<file path="src/rtl/core/lmc_pkg.sv">
`timescale 1ns / 1ps

package lmc_pkg;

   localparam int KEY_W            = 32;
   localparam int COUNT_W          = 32;
   localparam int CAP_W            = 5;
   localparam int ENTRIES_DEFAULT  = 16;
   localparam int KEY_BITS_DEFAULT = 32;

   localparam logic [CAP_W-1:0]   CAPACITY_RESET = CAP_W'(16);
   localparam logic [COUNT_W-1:0] COUNT_MAX      = '1;

endpackage

</file>
<file path="src/rtl/core/lmc_if.sv">
`timescale 1ns / 1ps

interface lmc_req_if;
   logic                       valid;
   logic                       ready;
   logic [lmc_pkg::KEY_W-1:0]  key;

   modport source (output valid, output key, input ready);
   modport sink   (input valid, input key, output ready);
endinterface

interface lmc_rsp_if;
   logic                        valid;
   logic                        ready;
   logic                        hit;
   logic [lmc_pkg::COUNT_W-1:0] miss_count;

   modport source (output valid, output hit, output miss_count, input ready);
   modport sink   (input valid, input hit, input miss_count, output ready);
endinterface

interface lmc_csr_if;
   logic                      valid;
   logic                      ready;
   logic [lmc_pkg::CAP_W-1:0] data;

   modport source (output valid, output data, input ready);
   modport sink   (input valid, input data, output ready);
endinterface

</file>
<file path="src/rtl/core/lru_cache_miss_counter.sv">
`timescale 1ns / 1ps

// Fully associative LRU key store with a saturating miss counter. Each request item
// carries one key and yields exactly one response item: a hit flag and the number of
// misses since reset, this access included, saturating at all ones. Capacity (1..16,
// zero acts as one, values above the entry count are clipped) sets how many entries
// fill before the least recent one is evicted; lowering it below the current
// occupancy evicts one entry per miss and never shrinks the store. The block takes
// one item per cycle unless the response output is stalled: a key is registered on
// acceptance, then, once the output is free, all entries are compared and their
// recency ranks updated at once, with the response registered at the end of that
// cycle.
// The store is empty after reset and the capacity register is write-only, always ready,
// and should only be written while no items are in flight.
module lru_cache_miss_counter #(
   parameter int ENTRIES  = lmc_pkg::ENTRIES_DEFAULT,
   parameter int KEY_BITS = lmc_pkg::KEY_BITS_DEFAULT
) (
   input  logic      clock,
   input  logic      reset,
   lmc_req_if.sink   req_ch,
   lmc_rsp_if.source rsp_ch,
   lmc_csr_if.sink   csr_ch
);

   localparam int TAG_W = (KEY_BITS < lmc_pkg::KEY_W) ? KEY_BITS : lmc_pkg::KEY_W;

   logic [lmc_pkg::CAP_W-1:0]   capacity_ff;
   logic                        in_valid_ff;
   logic [TAG_W-1:0]            tag_ff;
   logic                        rsp_valid_ff;
   logic                        hit_ff;
   logic [lmc_pkg::COUNT_W-1:0] count_ff;
   logic [lmc_pkg::COUNT_W-1:0] miss_ff;
   logic [lmc_pkg::COUNT_W-1:0] miss_in;
   logic                        advance;
   logic                        fire;
   logic                        hit;

   assign advance      = !rsp_valid_ff || rsp_ch.ready;
   assign req_ch.ready = !in_valid_ff || advance;
   assign fire         = in_valid_ff && advance;
   assign csr_ch.ready = 1'b1;

   assign rsp_ch.valid      = rsp_valid_ff;
   assign rsp_ch.hit        = hit_ff;
   assign rsp_ch.miss_count = count_ff;

   lmc_store #(
      .ENTRIES  (ENTRIES),
      .KEY_BITS (KEY_BITS)
   ) u_store (
      .clock    (clock),
      .reset    (reset),
      .capacity (capacity_ff),
      .fire     (fire),
      .tag      (tag_ff),
      .hit      (hit)
   );

   // saturating miss count including this item
   always_comb begin
      miss_in = miss_ff;
      if (!hit && (miss_ff != lmc_pkg::COUNT_MAX)) begin
         miss_in = miss_ff + 1'b1;
      end
   end

   always_ff @(posedge clock) begin
      if (reset) begin
         capacity_ff  <= lmc_pkg::CAPACITY_RESET;
         in_valid_ff  <= 1'b0;
         rsp_valid_ff <= 1'b0;
         miss_ff      <= '0;
      end else begin
         if (csr_ch.valid) begin
            capacity_ff <= csr_ch.data;
         end
         if (req_ch.ready) begin
            in_valid_ff <= req_ch.valid;
         end
         if (fire) begin
            rsp_valid_ff <= 1'b1;
            miss_ff      <= miss_in;
         end else if (rsp_ch.ready) begin
            rsp_valid_ff <= 1'b0;
         end
      end
   end

   always_ff @(posedge clock) begin
      if (req_ch.valid && req_ch.ready) begin
         tag_ff <= req_ch.key[TAG_W-1:0];
      end
      if (fire) begin
         hit_ff   <= hit;
         count_ff <= miss_in;
      end
   end

endmodule

</file>
<file path="src/rtl/core/lmc_store.sv">
`timescale 1ns / 1ps

module lmc_store #(
   parameter int ENTRIES  = lmc_pkg::ENTRIES_DEFAULT,
   parameter int KEY_BITS = lmc_pkg::KEY_BITS_DEFAULT
) (
   input  logic                      clock,
   input  logic                      reset,
   input  logic [lmc_pkg::CAP_W-1:0] capacity,
   input  logic                      fire,
   input  logic [((KEY_BITS < lmc_pkg::KEY_W) ? KEY_BITS : lmc_pkg::KEY_W)-1:0] tag,
   output logic                      hit
);

   localparam int TAG_W = (KEY_BITS < lmc_pkg::KEY_W) ? KEY_BITS : lmc_pkg::KEY_W;
   localparam int AGE_W = (ENTRIES > 1) ? $clog2(ENTRIES) : 1;
   localparam int OCC_W = $clog2(ENTRIES + 1);
   localparam int CW    = (OCC_W > lmc_pkg::CAP_W) ? OCC_W : lmc_pkg::CAP_W;

   logic [TAG_W-1:0]   key_ff   [ENTRIES];
   logic [AGE_W-1:0]   age_ff   [ENTRIES];
   logic [AGE_W-1:0]   age_in   [ENTRIES];
   logic [ENTRIES-1:0] valid_ff;
   logic [ENTRIES-1:0] valid_in;
   logic [OCC_W-1:0]   occ_ff;
   logic [OCC_W-1:0]   occ_in;

   logic [ENTRIES-1:0] match;
   logic [ENTRIES-1:0] evict;
   logic [ENTRIES-1:0] free_vec;
   logic [ENTRIES-1:0] free_oh;
   logic [ENTRIES-1:0] ins;
   logic [AGE_W-1:0]   hit_age;
   logic [OCC_W-1:0]   oldest;
   logic [CW-1:0]      cap_x;
   logic [CW-1:0]      eff_cap;
   logic               full;

   // effective capacity: zero acts as one, clipped to the entry count
   always_comb begin
      cap_x = CW'(capacity);
      if (cap_x == '0) begin
         eff_cap = CW'(1);
      end else if (cap_x > CW'(ENTRIES)) begin
         eff_cap = CW'(ENTRIES);
      end else begin
         eff_cap = cap_x;
      end
      full = CW'(occ_ff) >= eff_cap;
   end

   always_comb begin
      hit_age  = '0;
      oldest   = occ_ff - 1'b1;
      free_vec = ~valid_ff;
      free_oh  = free_vec & (~free_vec + 1'b1);
      for (int i = 0; i < ENTRIES; i++) begin
         match[i] = valid_ff[i] && (key_ff[i] == tag);
         evict[i] = valid_ff[i] && (OCC_W'(age_ff[i]) == oldest);
         hit_age  = hit_age | (match[i] ? age_ff[i] : '0);
      end
      hit = |match;
      ins = full ? evict : free_oh;
   end

   always_comb begin
      valid_in = valid_ff;
      occ_in   = occ_ff;
      for (int i = 0; i < ENTRIES; i++) begin
         age_in[i] = age_ff[i];
      end
      if (fire) begin
         if (hit) begin
            for (int i = 0; i < ENTRIES; i++) begin
               if (match[i]) begin
                  age_in[i] = '0;
               end else if (valid_ff[i] && (age_ff[i] < hit_age)) begin
                  age_in[i] = age_ff[i] + 1'b1;
               end
            end
         end else begin
            // new key goes in as most recent, every other live entry ages by one
            for (int i = 0; i < ENTRIES; i++) begin
               if (ins[i]) begin
                  valid_in[i] = 1'b1;
                  age_in[i]   = '0;
               end else if (valid_ff[i]) begin
                  age_in[i] = age_ff[i] + 1'b1;
               end
            end
            if (!full) begin
               occ_in = occ_ff + 1'b1;
            end
         end
      end
   end

   always_ff @(posedge clock) begin
      if (reset) begin
         valid_ff <= '0;
         occ_ff   <= '0;
         for (int i = 0; i < ENTRIES; i++) begin
            age_ff[i] <= '0;
         end
      end else begin
         valid_ff <= valid_in;
         occ_ff   <= occ_in;
         for (int i = 0; i < ENTRIES; i++) begin
            age_ff[i] <= age_in[i];
         end
      end
   end

   always_ff @(posedge clock) begin
      for (int i = 0; i < ENTRIES; i++) begin
         if (fire && !hit && ins[i]) begin
            key_ff[i] <= tag;
         end
      end
   end

endmodule

</file>
<file path="src/flat_wrapper.sv">
// flat-port wrapper written by rule: the top's interface ports become plain ports
module lru_cache_miss_counter_flat 
#(
   parameter int ENTRIES  = lmc_pkg::ENTRIES_DEFAULT,
   parameter int KEY_BITS = lmc_pkg::KEY_BITS_DEFAULT
)
  (clock, reset, req_ch_valid, req_ch_key, req_ch_ready, rsp_ch_valid, rsp_ch_hit, rsp_ch_miss_count, rsp_ch_ready, csr_ch_valid, csr_ch_data, csr_ch_ready);
  lmc_req_if req_ch_i ();
  lmc_rsp_if rsp_ch_i ();
  lmc_csr_if csr_ch_i ();
  input  logic clock;
  input  logic reset;
  input wire logic [$bits(req_ch_i.valid)-1:0] req_ch_valid;
  input wire logic [$bits(req_ch_i.key)-1:0] req_ch_key;
  output wire logic [$bits(req_ch_i.ready)-1:0] req_ch_ready;
  output wire logic [$bits(rsp_ch_i.valid)-1:0] rsp_ch_valid;
  output wire logic [$bits(rsp_ch_i.hit)-1:0] rsp_ch_hit;
  output wire logic [$bits(rsp_ch_i.miss_count)-1:0] rsp_ch_miss_count;
  input wire logic [$bits(rsp_ch_i.ready)-1:0] rsp_ch_ready;
  input wire logic [$bits(csr_ch_i.valid)-1:0] csr_ch_valid;
  input wire logic [$bits(csr_ch_i.data)-1:0] csr_ch_data;
  output wire logic [$bits(csr_ch_i.ready)-1:0] csr_ch_ready;
  assign req_ch_i.valid = req_ch_valid;
  assign req_ch_i.key = req_ch_key;
  assign req_ch_ready = req_ch_i.ready;
  assign rsp_ch_valid = rsp_ch_i.valid;
  assign rsp_ch_hit = rsp_ch_i.hit;
  assign rsp_ch_miss_count = rsp_ch_i.miss_count;
  assign rsp_ch_i.ready = rsp_ch_ready;
  assign csr_ch_i.valid = csr_ch_valid;
  assign csr_ch_i.data = csr_ch_data;
  assign csr_ch_ready = csr_ch_i.ready;
  lru_cache_miss_counter #(.ENTRIES(ENTRIES), .KEY_BITS(KEY_BITS)) u_core (.clock(clock), .reset(reset), .req_ch(req_ch_i), .rsp_ch(rsp_ch_i), .csr_ch(csr_ch_i));
endmodule
</file>
<file path="config.mk">
export PLATFORM = sky130hd
export DESIGN_NAME = lru_cache_miss_counter_flat
export DESIGN_NICKNAME = d
export VERILOG_FILES = /design/src/rtl/core/lmc_pkg.sv /design/src/rtl/core/lmc_if.sv /design/src/rtl/core/lru_cache_miss_counter.sv /design/src/rtl/core/lmc_store.sv /design/src/flat_wrapper.sv
export SDC_FILE = /design/constraint.sdc
export NUM_CORES = 2
export LEC_CHECK = 0
export BUFFER_PORTS_ARGS = -buffer_cell sky130_fd_sc_hd__buf_2
export CAP_MARGIN = 25
export CORE_MARGIN = 2
export CORE_UTILIZATION = 35
export CTS_CLUSTER_SIZE = 30
export DETAILED_ROUTE_END_ITERATION = 8
export PLACE_DENSITY = 0.51
export SYNTH_ARGS = -nofsm -noshare
export SYNTH_HDL_FRONTEND = slang
export SYNTH_HIERARCHICAL = 1
export SYNTH_SLANG_ARGS = --single-unit
export TNS_END_PERCENT = 50
</file>
<file path="constraint.sdc">
create_clock -name clock -period 7.35 [get_ports clock]
set_input_delay 1.47 -clock clock [delete_from_list [all_inputs] [get_ports clock]]
set_output_delay 1.47 -clock clock [all_outputs]
set_load 0.02 [all_outputs]
</file>
# Word-level counts from Yosys, hierarchy flattened
# Memories as Yosys holds them, arrays and structs flattened.
# Cells that the tools add are included.
# W data, S select, Z words.
# word_totals
ramBits	576
reg_bits	125
memories	2
# classes
n_eq_ne	33
add_sub_neg	20
n_mux	139
n_bitwise	36
n_reduce_logical	93
n_lt_le_gt_ge	18
# memory_table
name	words	width	rd	rd_clocked_by_memory_dff	wr	line_no	text
u_core.u_store.key_ff	16	32	16	0	16	lmc_store.sv:20	logic [TAG_W-1:0] key_ff [ENTRIES];
u_core.u_store.age_ff	16	4	16	0	16	lmc_store.sv:21	logic [AGE_W-1:0] age_ff [ENTRIES];
# ops
op	n
$eq A32 B32 Y1	16
$mux W4	96
$mux W64	2
$eq A4 B5 Y1	16
$logic_and A1 B1 Y1	68
$add A4 B1 Y4 const B	16
$lt A4 B4 Y1	16
$or A4 B4 Y4	15
$reduce_and A3 Y1	17
$mux W1	37
$add A32 B1 Y32 const B	1
$mux W32	1
$ne A32 B32 Y1 const B	1
$not A16 Y16	2
$add A16 B1 Y16 const B	1
$and A16 B16 Y16	1
$mux W16	1
$or A1 B1 Y1	16
$reduce_or A16 Y1	1
$mux W5	2
$add A5 B1 Y5 const B	1
$ge A5 B5 Y1	1
$gt A5 B5 Y1 const B	1
$logic_not A5 Y1	1
5 further kinds	9

# Depth between registers and ports, before layout
# An unclocked memory read counts as a cell.
# depth
depth_word	26
mapped_depth	20
mapped_depth_nobuf	17

# Cells and area by module
# Netlist, hierarchy kept.
# modules_own_cells
module	seq_area_each_um2	cells_each	area_per_inst_um2	n_inst
lmc_store	17076.4	2794	32294.7	1
lru_cache_miss_counter	2732.6	377	4489.3	1

# Worst setup path after synthesis
# No wires, ideal clock.
# synth_path
path_kind	register to register
start	register u_core.u_store.occ_ff[0]
end	memory u_core/u_store/key_ff[0][32] (netlist bit) (enable)
t_required_ns	6.924
arrival_time_ns	4.863
setup_time_ns	0.426
synth_period_minus_slack_ns	5.289
setup_slack_ns	2.061
stages_incl_launch_ff	11
cell_sequence	dfxtp_1 -> clkbuf_1 -> buf_1 -> inv_1 -> ha_1 -> xor2_1 -> clkbuf_1 -> xnor2_1 -> or4_1 -> a22oi_1 -> nor2b_1
# synth_rtl
item	line_no	text
start, declared	lmc_store.sv:25	logic [OCC_W-1:0] occ_ff;
start signal, assigned	lmc_store.sv:107	occ_ff <= occ_in;
end, declared	lmc_store.sv:20	

==> results.ini <==
[synthesis]
synth_area_um2=36780
ys_ff_latch=701
netlist_instances=3171
synthTopCellsByCount=edfxtp_1 (577), xnor2_1 (487), nand4_1 (259), nor2_1 (208)
async_flop_share_pct=0
ys_seq_area_share_pct=53.85
yosysWarnings=6
synth_edf_count=577
syn-num-nets=3253
synth_top_area_share_pct=47.10
ys_top_cells_by_area=edfxtp_1 (47%), xnor2_1 (12%), dfxtp_1 (6.7%)
synth.most_common_cell=edfxtp_1
yosys.area.top_type=edfxtp_1
synthFlopType=edfxtp_1
postSynthAreaPerCell_um2=11.60
ys_types=107

[clocking]
cts_tree=built
post_cts_buffers=0
cts_buffers=81
h-tree-depth=3
root_buffer=clkbuf_16
cts_hold_buf=0
cts_buffer_depth=3
path_clk_slew_ns=0.06
cts.sinks=701
clk_latency_ns=0.67
cts_resized=0

[sta]
layout_setup_ws_ns=1.737
rsz0062_at_grt=false
setup_viol=0
period_needed_ns=5.613
slew_headroom_pct=24.69
skew_ns=0.03771
fmax_mhz=178.1
tightest_slew_ns=1.119
whs_ns=0.5157
drv_slew=0
fin_crit_sh_pct=76.37
fin_tns_setup_ns=0
hold_violations=0

[final_layout]
final_cells=4700
layout.nets=3334
layout-drive-gt1-share_pct=11.87
syn_to_final_growth_pct=12.67

[worst_setup_path]
crit_fanout=17
reg2reg_depth=14
slowest_stage=nor4_1
worstSetupStartpoint=u_core/tag_ff[7]$_DFFE_PP_
cp-endpoint=u_core/u_store/age_ff[1][27]$_SDFFE_PP0P_
reg2reg_slack_ns=1.74
path_class=reg2reg
worstSetupEndpointType=flip-flop
required_ns=7.92
regToRegStartpoint=u_core/tag_ff[7]$_DFFE_PP_
crit_chain=buf_4, nand2b_1, nand4_1, nor4_1, and4_1, or4_1, or4_1, buf_4, nor2_1, a221oi_2, o21ai_1, or2_1, or3_1, a21oi_1
cp_data_arrival_time_ns=6.19
setup.worst_path.start_class=flip-flop
critical-path-max-stage-delay_ns=0.96
r2r-end=u_core/u_store/age_ff[1][27]$_SDFFE_PP0P_

[pwr]
p_per_area_nw_per_um2=221.7
ir_drop_mv=0.1598
leakage_uw=0.01300
power_uw=9187

[place]
dp_hpwl_um=86340
gp_congestion=0.9899
io_buffers=76
place_inst=4546
dp_slack_ns=1.943

[global_routing]
grt_max_degree=77
first_global_vias=24610
grt_use_total_pct=22.78
grt_pass1_wl_um=179300
grt_overflow=0
antenna_found_initial=1

[die]
io_pins=78
start_util_pct=35.39
fp.coreArea_um2=103900
dieHeight_um=328.2
die_area_um2=107700
fp-row-count=118
die_w_um=328.2

[route]
wl_per_cell_um=26.48
wl_um=124400
dr.pass1.iters=5
drc_errors=0
ant_nets=0
drt_iter0_drc=2780
vias=26580
routed_via_density=5.656

[hold_path]
holdCritPathClass=reg2reg

[run]
cap_violations=0

[run_status]
status=finished, final reports clean

[metrics by stage]
stage | area (um2) | util [%]
finish | 41440 | 39.87
global route | 41440 | 39.87
CTS | 41370 | 39.80
detailed placement | 38640 | 37.17
global placement | 38630 | 37.17
floorplan | 36780 | -
[worst max-delay path: cells and delay by family (launching register included)]
| kind | cells | cell delay, ns |
|---|---|---|
| AOI/OAI and AO/OA | 3 | 0.59 |
| buffers and inverters | 2 | 0.69 |
| and+or+nand+nor | 9 | 3.36 |
| DFF | 1 | 0.87 |
[state kept, by name, summed over array words and instances (netlist names)]
name,flops
u_core/u_store/key_ff,512
u_core/u_store/age_ff,64
u_core/miss_ff,32
u_core/rsp_ch.miss_count,32
u_core/tag_ff,32
u_core/u_store/valid_ff,16
u_core/capacity_ff,5
u_core/u_store/occ_ff,5
u_core/in_valid_ff,1
u_core/rsp_ch.hit,1
u_core/rsp_ch.valid,1
[where the power goes]
group	switching [uW]	internal, uW	total (uW)
Sequential	42.5	4340	4380
Clock	1720	2460	4170
Combinational	433	202	635
Total	2190	7000	9190
[placed cells by master (no fill, tap or decap), types with 57 or more instances in the layout]
| cell | Yosys | routed |
|---|---|---|
| edfxtp_1 | 577 | 577 |
| xnor2_1 | 487 | 486 |
| nor2_1 | 208 | 199 |
| nand3_1 | 128 | 128 |
| clkbuf_16 | 0 | 83 |
| buf_2 | 18 | 76 |
| inv_1 | 103 | 102 |
| a21oi_1 | 58 | 57 |
| buf_4 | 19 | 89 |
| nor3_1 | 78 | 78 |
| nand2_1 | 128 | 128 |
| dfxtp_1 | 124 | 124 |
| nand2b_1 | 121 | 121 |
| nand4_1 | 259 | 259 |
| xor2_1 | 83 | 82 |
[layer usage]
metal / routed length [um] / track usage, % / vias up / part of all wire, %
met3: 8616 / 2.941 / 179 / 6.9
met2: 54240 / 34.21 / 1050 / 44
met1: 57680 / 33.86 / 13390 / 46
met4: 3912 / 7.365 / 0 / 3.1
met5: 0 / 0 / - / 0
li1: - / - / 11970 / -
[cell families (layout without fill, tap and decap cells)]
| kind of cell | after synthesis | in the layout | share of synthesized area, % |
|---|---|---|---|
| muxes | 24 | 24 | 0.6905 |
| AOI/OAI and AO/OA | 340 | 340 | 6.919 |
| xor gates and xnor gates | 583 | 583 | 14.15 |
| buffers and inverters | 279 | 426 | 4.140 |
| and+or+nand+nor | 1198 | 1198 | 18.74 |
| other | 1 | 3 | 0.01019 |
| adders and majority gates | 45 | 45 | 1.503 |
| DFF | 701 | 701 | 53.85 |
[how the worst min path moves through the flow]
stage,start,to,cells past startpoint
6_report,u_core/capacity_ff[0]$_SDFFE_PP0P_,u_core/capacity_ff[0]$_SDFFE_PP0P_,2
3_3_place_gp,u_core/capacity_ff[0]$_SDFFE_PP0P_,u_core/capacity_ff[0]$_SDFFE_PP0P_,2
5_1_grt,u_core/miss_ff[1]$_SDFFE_PP0P_,u_core/miss_ff[1]$_SDFFE_PP0P_,2
2_1_floorplan,u_core/capacity_ff[0]$_SDFFE_PP0P_,u_core/capacity_ff[0]$_SDFFE_PP0P_,2
4_1_cts,u_core/capacity_ff[0]$_SDFFE_PP0P_,u_core/capacity_ff[0]$_SDFFE_PP0P_,2
3_5_place_dp,u_core/capacity_ff[0]$_SDFFE_PP0P_,u_core/capacity_ff[0]$_SDFFE_PP0P_,2
[final cells by class]
type	instances	area (um2)
antenna	2	5.005
clock buffer	103	2171
clock inverter	46	560.5
fill	10050	62490
inverter	104	390.4
multi-input combinational	2191	15560
sequential	701	19810
tap	1380	1727
timing repair buffer	173	1221
(Power assumes the default switching activity.)
